[config.mk]
export PLATFORM = sky130hd
export DESIGN_NAME = sum_checked_frame_deframer_core
export DESIGN_NICKNAME = d
export VERILOG_FILES = /design/src/rtl/core/sfd_pkg.sv /design/src/rtl/core/sfd_rsp_stage.sv /design/src/rtl/core/sum_checked_frame_deframer_core.sv
export SDC_FILE = /design/constraint.sdc
export NUM_CORES = 1
export LEC_CHECK = 0
export ABC_AREA = 0
export BUFFER_PORTS_ARGS = -buffer_cell sky130_fd_sc_hd__buf_2
export CELL_PAD_IN_SITES_DETAIL_PLACEMENT = 1
export CELL_PAD_IN_SITES_GLOBAL_PLACEMENT = 1
export CORE_MARGIN = 2
export CORE_UTILIZATION = 39
export DETAILED_ROUTE_END_ITERATION = 16
export PLACE_DENSITY = 0.66
export SLEW_MARGIN = 40
export SYNTH_ARGS = -nofsm -noshare
export SYNTH_HDL_FRONTEND = slang
export SYNTH_SLANG_ARGS = --single-unit
[constraint.sdc]
create_clock -name clock -period 4.2 [get_ports clock]
set_clock_uncertainty 0.2 [all_clocks]
set_input_delay 0.42 -clock clock [delete_from_list [all_inputs] [get_ports clock]]
set_output_delay 0.42 -clock clock [all_outputs]
set_load 0.01 [all_outputs]
[src/rtl/core/sfd_pkg.sv]
// ----------------------------------------------------------------------------
// sfd_pkg
// Shared types and constants of the sum-checked frame deframer.
// ----------------------------------------------------------------------------
`default_nettype none

package sfd_pkg;

   localparam int MAX_FRAME_DEF = 32;

   localparam logic [7:0] SOF_BYTE = 8'hFA;
   localparam logic [7:0] EOF_BYTE = 8'hFB;

   localparam logic KIND_PASS  = 1'b0;
   localparam logic KIND_FRAME = 1'b1;

   typedef enum logic [2:0] {
      ST_IDLE,
      ST_READ,
      ST_EXEC,
      ST_EMIT_RD,
      ST_EMIT_WR,
      ST_FLUSH
   } seq_state_type;

   typedef struct packed {
      logic       frame_end;
      logic       kind;
      logic [7:0] data;
   } rsp_item_type;

   typedef struct packed {
      logic push;
      logic flush;
   } stage_ctl_type;

   typedef struct packed {
      logic push_ok;
      logic flush_done;
   } stage_sts_type;

endpackage

`default_nettype wire

[src/rtl/core/sfd_rsp_stage.sv]
// ----------------------------------------------------------------------------
// sfd_rsp_stage
// Result holding stage: keeps one pending result until the next one (or the
// end of the input byte's work) tells whether it was the last, then moves it
// into the output register.
// ----------------------------------------------------------------------------
`default_nettype none

module sfd_rsp_stage
   import sfd_pkg::*;
(
   input  wire logic          clock,
   input  wire logic          reset,
   input  wire stage_ctl_type ctl,
   input  wire rsp_item_type  item,
   output stage_sts_type      sts,
   output logic               rsp_tvalid,
   input  wire logic          rsp_tready,
   output logic [7:0]         rsp_tdata,   // [7:0] data
   output logic [1:0]         rsp_tuser,   // [0] kind, [1] frame_end
   output logic               rsp_tlast    // run_last
);

   logic         pend_valid_ff, pend_valid_in;
   rsp_item_type pend_ff, pend_in;
   logic         out_valid_ff, out_valid_in;
   rsp_item_type out_ff, out_in;
   logic         out_last_ff, out_last_in;
   logic         out_free;
   logic         move;

   assign out_free = !out_valid_ff || rsp_tready;
   assign move     = pend_valid_ff && out_free && (ctl.push || ctl.flush);

   assign sts.push_ok    = !pend_valid_ff || out_free;
   assign sts.flush_done = !pend_valid_ff || out_free;

   always_comb begin
      pend_valid_in = pend_valid_ff;
      pend_in       = pend_ff;
      out_valid_in  = out_valid_ff;
      out_in        = out_ff;
      out_last_in   = out_last_ff;
      if (out_free) begin
         out_valid_in = 1'b0;
      end
      if (move) begin
         out_valid_in  = 1'b1;
         out_in        = pend_ff;
         out_last_in   = ctl.flush && !ctl.push;
         pend_valid_in = 1'b0;
      end
      if (ctl.push && sts.push_ok) begin
         pend_valid_in = 1'b1;
         pend_in       = item;
      end
   end

   always_ff @(posedge clock) begin
      if (reset) begin
         pend_valid_ff <= 1'b0;
         out_valid_ff  <= 1'b0;
      end else begin
         pend_valid_ff <= pend_valid_in;
         out_valid_ff  <= out_valid_in;
      end
   end

   always_ff @(posedge clock) begin
      pend_ff     <= pend_in;
      out_ff      <= out_in;
      out_last_ff <= out_last_in;
   end

   assign rsp_tvalid = out_valid_ff;
   assign rsp_tdata  = out_ff.data;
   assign rsp_tuser  = {out_ff.frame_end, out_ff.kind};
   assign rsp_tlast  = out_last_ff;

endmodule

`default_nettype wire

[src/rtl/core/sum_checked_frame_deframer_core.sv]
// ----------------------------------------------------------------------------
// sum_checked_frame_deframer_core
// Deframer for 0xFA / 0xFB framed packets with an 8-bit additive checksum.
// ----------------------------------------------------------------------------
//   channel | dir | tdata          | tuser                    | tlast
//   req     | in  | [7:0] rx_byte  | -                        | -
//   rsp     | out | [7:0] data     | [0] kind, [1] frame_end  | run_last
//
// Operation: one transaction per input byte. The byte is accepted; then each
// byte taken from the ring is read from memory and then decoded, and the byte's
// work closes with an empty check, then a flush of the last result. A good
// frame adds a read and a give-out for each payload/checksum byte; a rejected
// frame rescans its held bytes, and nested starts can fail in turn. The ring's
// single read port sets this pace. Reset is synchronous and empties the ring
// at once; no clearing pass. rsp stalls hold the walk; req_tready is low while a
// byte works.
// ----------------------------------------------------------------------------
`default_nettype none

module sum_checked_frame_deframer_core
   import sfd_pkg::*;
#(
   parameter int MAX_FRAME = MAX_FRAME_DEF
) (
   input  wire logic       clock,
   input  wire logic       reset,
   input  wire logic       req_tvalid,
   output logic            req_tready,
   input  wire logic [7:0] req_tdata,    // [7:0] rx_byte
   output logic            rsp_tvalid,
   input  wire logic       rsp_tready,
   output logic [7:0]      rsp_tdata,    // [7:0] data
   output logic [1:0]      rsp_tuser,    // [0] kind, [1] frame_end
   output logic            rsp_tlast     // run_last
);

   // The ring holds the open frame's bytes [base, split) followed directly by
   // the bytes still to be scanned [split, tail). A rejected frame passes its
   // start byte through, pulls split back to base: exactly the rescan order.
   localparam int RING_AW    = $clog2(MAX_FRAME + 1);
   localparam int RING_DEPTH = 1 << RING_AW;
   localparam int FILL_W     = $clog2(MAX_FRAME + 1);

   logic [7:0] ring_mem [RING_DEPTH];
   logic [7:0] rd_data_ff;
   logic       rd_en;
   logic [RING_AW-1:0] rd_addr;
   logic       wr_en;

   seq_state_type state_ff, state_in;
   logic [RING_AW-1:0] base_ff, base_in;
   logic [RING_AW-1:0] split_ff, split_in;
   logic [RING_AW-1:0] tail_ff, tail_in;
   logic [FILL_W-1:0]  fill_ff, fill_in;
   logic [7:0]         sum_ff, sum_in;     // sum of stored bytes after start
   logic [7:0]         last_ff, last_in;   // newest stored byte
   logic [RING_AW-1:0] emit_ptr_ff, emit_ptr_in;
   logic [RING_AW-1:0] emit_end_ff, emit_end_in;

   stage_ctl_type stage_ctl;
   stage_sts_type stage_sts;
   rsp_item_type  item;

   logic check_ok;

   assign check_ok = (fill_ff >= FILL_W'(2)) && ((sum_ff - last_ff) == last_ff);
   assign wr_en    = req_tvalid && req_tready;

   // ring memory, one write and one registered read port
   always_ff @(posedge clock) begin
      if (wr_en) begin
         ring_mem[tail_ff] <= req_tdata;
      end
      if (rd_en) begin
         rd_data_ff <= ring_mem[rd_addr];
      end
   end

   always_comb begin
      state_in    = state_ff;
      base_in     = base_ff;
      split_in    = split_ff;
      tail_in     = tail_ff;
      fill_in     = fill_ff;
      sum_in      = sum_ff;
      last_in     = last_ff;
      emit_ptr_in = emit_ptr_ff;
      emit_end_in = emit_end_ff;
      req_tready  = 1'b0;
      rd_en       = 1'b0;
      rd_addr     = split_ff;
      stage_ctl   = '0;
      item        = '{frame_end: 1'b0, kind: KIND_PASS, data: SOF_BYTE};

      case (state_ff)
         ST_IDLE: begin
            req_tready = 1'b1;
            if (req_tvalid) begin
               tail_in  = tail_ff + RING_AW'(1);
               state_in = ST_READ;
            end
         end

         ST_READ: begin
            if (split_ff == tail_ff) begin
               state_in = ST_FLUSH;
            end else begin
               rd_en    = 1'b1;
               rd_addr  = split_ff;
               state_in = ST_EXEC;
            end
         end

         ST_EXEC: begin
            if (fill_ff == '0) begin
               // hunting: open a frame or pass the byte through
               if (rd_data_ff == SOF_BYTE) begin
                  fill_in  = FILL_W'(1);
                  split_in = split_ff + RING_AW'(1);
                  sum_in   = '0;
                  state_in = ST_READ;
               end else begin
                  stage_ctl.push = 1'b1;
                  item = '{frame_end: 1'b0, kind: KIND_PASS, data: rd_data_ff};
                  if (stage_sts.push_ok) begin
                     base_in  = base_ff + RING_AW'(1);
                     split_in = split_ff + RING_AW'(1);
                     state_in = ST_READ;
                  end
               end
            end else if (rd_data_ff == EOF_BYTE && fill_ff < FILL_W'(MAX_FRAME)) begin
               if (check_ok) begin
                  split_in    = split_ff + RING_AW'(1);
                  fill_in     = fill_ff + FILL_W'(1);
                  emit_ptr_in = base_ff + RING_AW'(1);
                  emit_end_in = base_ff + RING_AW'(fill_ff) - RING_AW'(1);
                  state_in    = ST_EMIT_RD;
               end else begin
                  // bad sum: end byte joins the rescan
                  stage_ctl.push = 1'b1;
                  if (stage_sts.push_ok) begin
                     base_in  = base_ff + RING_AW'(1);
                     split_in = base_ff + RING_AW'(1);
                     fill_in  = '0;
                     state_in = ST_READ;
                  end
               end
            end else if (fill_ff >= FILL_W'(MAX_FRAME)) begin
               // overflow: current byte stays queued behind the held bytes
               stage_ctl.push = 1'b1;
               if (stage_sts.push_ok) begin
                  base_in  = base_ff + RING_AW'(1);
                  split_in = base_ff + RING_AW'(1);
                  fill_in  = '0;
                  state_in = ST_READ;
               end
            end else begin
               split_in = split_ff + RING_AW'(1);
               fill_in  = fill_ff + FILL_W'(1);
               sum_in   = sum_ff + rd_data_ff;
               last_in  = rd_data_ff;
               state_in = ST_READ;
            end
         end

         ST_EMIT_RD: begin
            rd_en    = 1'b1;
            rd_addr  = emit_ptr_ff;
            state_in = ST_EMIT_WR;
         end

         ST_EMIT_WR: begin
            stage_ctl.push = 1'b1;
            item = '{frame_end: (emit_ptr_ff == emit_end_ff), kind: KIND_FRAME,
                     data: rd_data_ff};
            if (stage_sts.push_ok) begin
               if (emit_ptr_ff == emit_end_ff) begin
                  base_in  = split_ff;
                  fill_in  = '0;
                  state_in = ST_READ;
               end else begin
                  emit_ptr_in = emit_ptr_ff + RING_AW'(1);
                  state_in    = ST_EMIT_RD;
               end
            end
         end

         ST_FLUSH: begin
            stage_ctl.flush = 1'b1;
            if (stage_sts.flush_done) begin
               state_in = ST_IDLE;
            end
         end

         default: begin
            state_in = ST_IDLE;
         end
      endcase
   end

   always_ff @(posedge clock) begin
      if (reset) begin
         state_ff <= ST_IDLE;
         base_ff  <= '0;
         split_ff <= '0;
         tail_ff  <= '0;
         fill_ff  <= '0;
      end else begin
         state_ff <= state_in;
         base_ff  <= base_in;
         split_ff <= split_in;
         tail_ff  <= tail_in;
         fill_ff  <= fill_in;
      end
   end

   always_ff @(posedge clock) begin
      sum_ff      <= sum_in;
      last_ff     <= last_in;
      emit_ptr_ff <= emit_ptr_in;
      emit_end_ff <= emit_end_in;
   end

   sfd_rsp_stage u_rsp_stage (
      .clock      (clock),
      .reset      (reset),
      .ctl        (stage_ctl),
      .item       (item),
      .sts        (stage_sts),
      .rsp_tvalid (rsp_tvalid),
      .rsp_tready (rsp_tready),
      .rsp_tdata  (rsp_tdata),
      .rsp_tuser  (rsp_tuser),
      .rsp_tlast  (rsp_tlast)
   );

`ifndef SYNTHESIS
   // open frame always spans base..split in the ring
   assert property (@(posedge clock) disable iff (reset)
      RING_AW'(fill_ff) == (split_ff - base_ff))
      else $error("fill count out of step with ring pointers");

   // nothing left to scan when a new byte is taken
   assert property (@(posedge clock) disable iff (reset)
      req_tready |-> (split_ff == tail_ff))
      else $error("input taken with rescan bytes pending");

   assert property (@(posedge clock) disable iff (reset)
      fill_ff <= FILL_W'(MAX_FRAME))
      else $error("frame store overfilled");

   assert property (@(posedge clock) disable iff (reset)
      (rsp_tvalid && rsp_tuser[1]) |-> rsp_tuser[0])
      else $error("frame end on a passthrough byte");
`endif

endmodule

`default_nettype wire
==> results of run 1 <==
## power by group through the flow
stage                     combinational (mW)  sequential [mW]  clock (mW)
after global routing                    2.49             6.93        5.91
after global placement                  2.22             7.03           0
after CTS                               2.30             6.91        5.72
after detailed placement                2.28             7.04           0
after floorplan                         1.62             6.95           0
final                                   2.27             6.92        5.61
## cell families after synthesis
| group | Yosys count | share of synthesized area, % |
|---|---|---|
| xor gates and xnor gates | 45 | 1.59 |
| buffers and inverters | 104 | 2.11 |
| DFF | 597 | 71.2 |
| adders and majority gates | 33 | 1.76 |
| AOI/OAI and AO/OA | 198 | 5.37 |
| muxes | 154 | 12.5 |
| and+or+nand+nor | 292 | 5.43 |
## cell type report
type,count,area (sq um)
Clock buffer,72,1570
Tap cell,846,1060
Sequential cell,597,17600
Timing Repair Buffer,110,826
Clock inverter,40,497
Fill cell,6075,34600
Inverter,40,150
Multi-Input combinational cell,722,6650
## worst max-delay path: stages, from the launching register on
cell and delay, ps:
dfxtp_1 550, nand3b_4 340, mux2i_4 440, buf_12 440, mux4_2 590, a22oi_1 240
a21oi_1 100, nor3_1 430, a21oi_1 90
## repair_timing
action	4_1_cts	5_1_grt
hold buffers	2	0
resized for setup	0	0
endpoints found under the hold margin	10	0
## flip-flops by register name, summed over array words and instances (netlist names)
| register | flops |
|---|---|
| base_ff | 6 |
| emit_end_ff | 6 |
| emit_ptr_ff | 6 |
| fill_ff | 6 |
| last_ff | 7 |
| rd_data_ff | 8 |
| ring_mem | 512 |
| split_ff | 6 |
| state_ff | 3 |
| sum_ff | 8 |
| tail_ff | 6 |
| u_rsp_stage.pend_ff | 10 |
| u_rsp_stage.pend_valid_ff | 1 |
| u_rsp_stage.rsp_tdata | 8 |
| u_rsp_stage.rsp_tlast | 1 |
| u_rsp_stage.rsp_tuser | 2 |
| u_rsp_stage.rsp_tvalid | 1 |
## synth_stat cells (7+ instances only)
cell type,n
nand3_1,21
a21oi_1,54
o21ai_0,15
xor2_1,17
ha_1,30
o21ai_1,9
nor2b_1,10
inv_1,40
a31oi_1,8
a22oi_1,34
o22ai_1,22
buf_4,11
dfxtp_1,29
nor2_1,134
and2_1,8
nand2b_1,9
edfxtp_1,568
xnor2_1,28
clkbuf_1,24
a211o_1,7
mux4_2,115
buf_6,10
nand2_1,55
buf_2,13
mux2i_1,26
nor3_1,17
a22o_1,8
## layer usage
layer | GRT usage [%] | part of all wire, % | vias to the layer above
met3 | 3.31 | 5.8 | 130
met1 | 26.2 | 43 | 7141
met4 | 6.92 | 3.5 | 4
met2 | 30.6 | 47 | 411
met5 | 0 | 0.051 | -
li1 | - | - | 5892
## worst min path at each step
stage	from	to	cells after the start
after floorplan	u_rsp_stage.pend_ff[0]$_DFFE_PP_	u_rsp_stage.rsp_tdata[0]$_DFFE_PP_	0
after CTS	req_tdata[4]	ring_mem[28][4]$_DFFE_PP_	1
after global routing	req_tdata[4]	ring_mem[7][4]$_DFFE_PP_	1
after detailed placement	u_rsp_stage.pend_ff[5]$_DFFE_PP_	u_rsp_stage.rsp_tdata[5]$_DFFE_PP_	0
after global placement	u_rsp_stage.pend_ff[8]$_DFFE_PP_	u_rsp_stage.rsp_tuser[0]$_DFFE_PP_	0
final	req_tdata[4]	ring_mem[7][4]$_DFFE_PP_	1
## stage by stage
step / util [%] / instances / cell area, sq um / hold WS, ps / setup WS, ps
6_report: 45.1 / 2427 / 28400 / 99.6 / 449
4_1_cts: 45.0 / 2427 / 28400 / 57.3 / 397
3_5_place_dp: 41.7 / 2313 / 26300 / 208 / 403
5_1_grt: 45.1 / 2427 / 28400 / 106 / 136
3_3_place_gp: 41.7 / 2313 / 26300 / 208 / 463
2_1_floorplan: - / 1423 / 24800 / 200 / 1010
==> summary.log, run 1 <==
qor: sta.layout_worst_path_cycle_share 89.3%
qor: pwr.powerDensity 521 nW/um^2
qor: worst_setup_path.capture_point_of_the_critical_path rd_data_ff[1]$_DFFE_PP_
qor: worst_setup_path.regToRegEndpoint rd_data_ff[1]$_DFFE_PP_
qor: global_routing.via_count_of_the_first_global_routing_pass 14,400
qor: drt.remaining_drc_errors 0
qor: worst_setup_path.worst-setup-path-type reg -> reg
qor: worst_setup_path.cp.required 4350 ps
qor: clocking.tritoncts_num_sinks 597
qor: place.placement.io_buffers 24
qor: sta.slew_headroom 44.4%
qor: layout.fin_nets 1,575
qor: logic_synthesis.synth_async_sr_flop_share 0%
qor: sta.finalSetupViolations 0
qor: pwr.vdd.ir_drop.worst 418 uV
qor: logic_synthesis.sequential_fraction_of_the_synthesis_area 71.2%
qor: drt.drt_iter0_drc 1,141
qor: logic_synthesis.mapped_area 24,800 sq um
qor: clocking.clk_buf_depth 3
qor: logic_synthesis.edff_count_synth 568
qor: drt.detail-route-antenna-nets 0
qor: logic_synthesis.netlist_instances 1,423
qor: clocking.clock_tree_from_tritoncts yes
qor: worst_setup_path.crit_path_start state_ff[2]$_SDFFE_PP0P_
qor: worst_hold_path.hp-class in -> reg
qor: clocking.clock_tree.root_cell clkbuf_16
qor: place.finalWeightedCongestion 0.798
qor: floorplan.fp.coreArea 63,000 sq um
qor: logic_synthesis.yosys.area.top_type edfxtp_1
qor: global_routing.first_pass_grt_wire_length 93,800 um
qor: global_routing.grt_max_degree 65
qor: sta.final.min_clock_period 3750 ps
qor: drt.post_drt_via_cell_ratio 5.59
qor: logic_synthesis.yosysWarnings 0
qor: logic_synthesis.syn_area_per_cell 17.4 sq um
qor: floorplan.floorplan.initialDensity 39.3%
qor: layout.final_layout_size_suffix_gt1_share 21.9%
qor: global_routing.antenna_found_initial 2
qor: sta.unrepaired_setup_endpoints_after_global_routing false
qor: clocking.postCtsSetupBuffers 0
qor: pwr.design_power_total 14.8 mW
qor: pwr.p_comb_share 15.3%
qor: pwr.internal-power 11.0 mW
qor: floorplan.rows 92
qor: clocking.clkTransAtPathRegs 60 ps
qor: worst_setup_path.worstReg2RegStart state_ff[2]$_SDFFE_PP0P_
qor: logic_synthesis.synth.top_cell.area_share 68.9%
qor: clocking.cts_inserted_buffers 59
qor: floorplan.floorplan.io_pins 25
qor: global_routing.grt_usage 19.1%
qor: logic_synthesis.synth.distinct_cells 76
qor: sta.fin_setup_tns 0 ps
qor: layout.antenna_cells 0
qor: worst_setup_path.r2r_slack 450 ps
qor: logic_synthesis.synthesis_stage_register_bit_count 597
qor: layout.synthToLayoutAreaGrowth 14.6%
qor: worst_setup_path.setup.worst_path.start_class flop
qor: clocking.cts_max_level 2
qor: pwr.net-switching-power 3.75 mW
qor: outcome.outcome finished, final reports clean
qor: layout.layout_commonest_cell edfxtp_1
qor: sta.fmaxAchievable 0.267 GHz
qor: floorplan.design.die.area 65,500 sq um
qor: place.dp.final_hpwl 40,000 um
qor: sta.worst_slew_pin_slew 830 ps
qor: drt.wirelength 62,200 um
qor: logic_synthesis.synth_area_leaders edfxtp_1, mux4_2, dfxtp_1, nor2_1, ha_1
qor: run.maxCapViolations 0
qor: clocking.clock_insertion_delay_worst_skew 630 ps
qor: pwr.netSwitchingFraction 25.4%
qor: worst_setup_path.critPathArrivalTime 3900 ps
qor: pwr.power.leakage 9.26 nW
qor: worst_setup_path.critPathCaptureType flop
qor: drt.wire_per_inst 25.6 um
qor: logic_synthesis.postSynthNetCount 1,468
qor: sta.timing.final.max_slew_violations 0
qor: drt.via_count 13,600
qor: pwr.power.clock.fraction 37.9%
qor: floorplan.chip_height 256 um
qor: pwr.power.sequential.fraction 46.7%
qor: floorplan.die_x 256 um
qor: drt.drtPass1Iterations 5
qor: layout.most-common-layout-cells edfxtp_1, nor2_1, mux4_2
qor: worst_setup_path.timing.critical_path.fanout_max 63
qor: logic_synthesis.ys_dominant_reg_cell edfxtp_1
qor: worst_setup_path.r2r.worst_path.cells 8
qor: sta.final_hold_viol_count 0
qor: global_routing.grt_overflow_total 0
(Power assumes the default switching activity.)
==> run 2, diff against run 1 <==
- CTS_BUF_LIST: not set -> sky130_fd_sc_hd__clkbuf_8
==> summary.log, run 2 (same netlist as run 1, synthesis figures left out) <==
qor: drt.wire_per_inst 25.0 um [-2.3%]
qor: sta.final.min_clock_period 3700 ps [-48.6 ps]
qor: drt.drt_iter0_drc 1,208 [+5.9%]
qor: layout.largest_register_by_flop_count ring_mem
qor: clocking.clock_tree_from_tritoncts yes
qor: worst_setup_path.regToRegEndpoint rd_data_ff[1]$_DFFE_PP_
qor: drt.drtPass1Iterations 5 [unchanged]
qor: sta.finalHoldWorstSlack 53.0 ps [-46.6 ps]
qor: clocking.clkTransAtPathRegs 70 ps [about the same]
qor: global_routing.grt_usage 19.2% [+0.13 points]
qor: pwr.powerDensity 493 nW/um^2 [-5.5%]
qor: clocking.tritoncts_num_sinks 597 [unchanged]
qor: sta.fin_setup_tns 0 ps [unchanged]
qor: floorplan.floorplan.io_pins 25 [unchanged]
qor: global_routing.antenna_found_initial 0 [-2]
qor: worst_hold_path.hp-start req_tdata[7]
qor: clocking.clock_tree.root_cell clkbuf_8
qor: worst_setup_path.r2r.worst_path.cells 8 [unchanged]
qor: worst_setup_path.critPathMaxStageDelay 590 ps [about the same]
qor: layout.layout.filler_cells 6,144 [+1.1%]
qor: clocking.post_cts_resized 0 [unchanged]
qor: worst_setup_path.r2r_slack 500 ps [+50 ps]
qor: clocking.clk_buf_depth 3 [unchanged]
qor: clocking.cts_hold_buffers_added 3 [+1]
qor: place.placement.io_buffers 24 [unchanged]
qor: sta.final_hold_viol_count 0 [unchanged]
qor: worst_setup_path.timing.critical_path.mode_cell a21oi_1
qor: worst_setup_path.cp_top_family multiplexers
qor: worst_setup_path.worstReg2RegStart state_ff[2]$_SDFFE_PP0P_
qor: worst_hold_path.whs_endpoint ring_mem[24][7]$_DFFE_PP_
qor: global_routing.groute.layer.met3.usage 4.29% [+0.98 points]
qor: clocking.postCtsSetupBuffers 0 [unchanged]
qor: worst_setup_path.timing.critical_path.fanout_max 63 [unchanged]
qor: worst_setup_path.crit_buf_inv 1 [unchanged]
qor: clocking.clock_insertion_delay_worst_skew 680 ps [+50 ps]
qor: global_routing.grt_most_used_layer met2
qor: layout.most-common-layout-cells edfxtp_1, nor2_1, mux4_2
qor: floorplan.floorplan.initialDensity 39.3% [unchanged]
qor: global_routing.via_count_of_the_first_global_routing_pass 14,700 [+2.5%]
qor: layout.synthToLayoutAreaGrowth 13.3%
qor: drt.remaining_drc_errors 0 [unchanged]
qor: worst_setup_path.worst-setup-path-type reg -> reg
qor: drt.post_drt_via_cell_ratio 5.54 [-1.1%]
qor: worst_hold_path.hp-class in -> reg
qor: layout.layoutNonFillerInstCount 2,487 [+2.5%]
qor: clocking.cts_inserted_buffers 96 [+63%]
qor: drt.via_count 13,800 [+1.4%]
qor: run.maxCapViolations 0 [unchanged]
qor: drt.detail-route-antenna-nets 0 [unchanged]
qor: layout.final_layout_size_suffix_gt1_share 23.0% [+1.0 points]
qor: worst_setup_path.cp.required 4410 ps [+60 ps]
qor: layout.largest_register_ff_count 512 [unchanged]
qor: floorplan.rows 92 [unchanged]
qor: outcome.outcome finished, final reports clean
qor: layout.layout_commonest_cell edfxtp_1
qor: worst_setup_path.critPathArrivalTime 3920 ps [+20 ps]
qor: worst_setup_path.crit_chain nand3b_4, mux2i_4, buf_12, mux4_2, a22oi_1, a21oi_1, nor3_1, a21oi_1
qor: worst_setup_path.critPathCaptureType flop
qor: sta.worst_slew_pin_slew 839 ps [+8.19 ps]
qor: place.place_inst 2,313 [unchanged]
qor: global_routing.global_route_met1_usage 26.0% [-0.21 points]
qor: layout.antenna_cells 0 [unchanged]
qor: pwr.vdd.ir_drop.worst 284 uV [-32%]
qor: global_routing.grt_overflow_total 0 [unchanged]
qor: layout.fin_nets 1,613 [+2.4%]
qor: worst_setup_path.critical-path-slowest-cell mux4_2
qor: sta.fmaxAchievable 0.270 GHz [+1.3%]
qor: worst_hold_path.worstHoldPathCells 1 [unchanged]
qor: place.dp.final_hpwl 40,000 um [unchanged]
qor: place.finalWeightedCongestion 0.798 [unchanged]
qor: floorplan.chip_height 256 um [unchanged]
qor: sta.timing.final.max_slew_violations 0 [unchanged]
qor: worst_setup_path.setup.worst_path.start_class flop
qor: pwr.power.leakage 9.23 nW [-0.37%]
qor: floorplan.fp.coreArea 63,000 sq um [unchanged]
qor: floorplan.design.die.area 65,500 sq um [unchanged]
qor: sta.unrepaired_setup_endpoints_after_global_routing false
qor: global_routing.first_pass_grt_wire_length 94,400 um [+0.64%]
qor: drt.wirelength 62,200 um [about the same]
qor: sta.slew_headroom 43.9% [-0.59 points]
qor: sta.layout_worst_path_cycle_share 88.2% [-1.2 points]
qor: global_routing.grt_max_degree 65 [unchanged]
qor: global_routing.groute.layer.met2.usage 31.1% [+0.48 points]
qor: layout.largest_registers ring_mem: 512 flops, u_rsp_stage.pend_ff: 10 flops
qor: sta.finalSetupViolations 0 [unchanged]
qor: clocking.cts_max_level 3 [+1]
qor: floorplan.die_x 256 um [unchanged]
[run 2: cell count changes in the layout (fill, tap and decap cells not counted), moves of 3 or more]
cell,before,now
bufinv_16,11,3
clkbuf_1,10,0
clkbuf_16,60,0
clkbuf_8,2,97
clkinv_1,12,31
clkinv_2,8,12
clkinv_4,3,0
inv_1,40,60
[run 2: worst max-delay path by stage]
stage,startpoint,endpoint,cells after the start
after floorplan,last_ff[0]$_DFFE_PP_,u_rsp_stage.rsp_tdata[0]$_DFFE_PP_,10
after global placement,state_ff[2]$_SDFFE_PP0P_,rd_data_ff[1]$_DFFE_PP_,8
after detailed placement,state_ff[2]$_SDFFE_PP0P_,rd_data_ff[1]$_DFFE_PP_,8
after CTS,state_ff[2]$_SDFFE_PP0P_,rd_data_ff[1]$_DFFE_PP_,8
after global routing,state_ff[2]$_SDFFE_PP0P_,rd_data_ff[1]$_DFFE_PP_,8
final,state_ff[2]$_SDFFE_PP0P_,rd_data_ff[1]$_DFFE_PP_,8
[run 2: stage by stage]
step / util [%] / total power, mW / cell area, sq um / setup WS, ps
after floorplan: - / 8.58 / 24800 / 1010
after global placement: 41.7 / 9.26 / 26300 / 463
after detailed placement: 41.7 / 9.32 / 26300 / 403
after CTS: 44.5 / 14.0 / 28000 / 403
after global routing: 44.6 / 14.4 / 28100 / 240
final: 44.6 / 13.8 / 28100 / 497
[run 2: power by group]
group,switching [mW],internal (mW),leakage (nW)
clock,2.31,2.34,0.958
combinational,1.30,0.960,2.93
sequential,0.161,6.75,5.34
[run 2: layer usage]
| metal | wire (um) | share of wire [%] |
|---|---|---|
| met5 | 0 | 0 |
| met4 | 1530 | 2.5 |
| met3 | 3570 | 5.7 |
| met2 | 30200 | 49 |
| met1 | 26900 | 43 |
[run 2: cell type report]
class | instances | area [sq um] | share of cell area (%)
clock buffers | 97 | 1340 | 4.76
flip-flops and latches | 597 | 17600 | 62.8
multi-input cells | 722 | 6640 | 23.7
well taps | 846 | 1060 | 3.77
inverters | 40 | 150 | 0.535
repair buffers | 111 | 836 | 2.98
clock inverters | 74 | 408 | 1.45
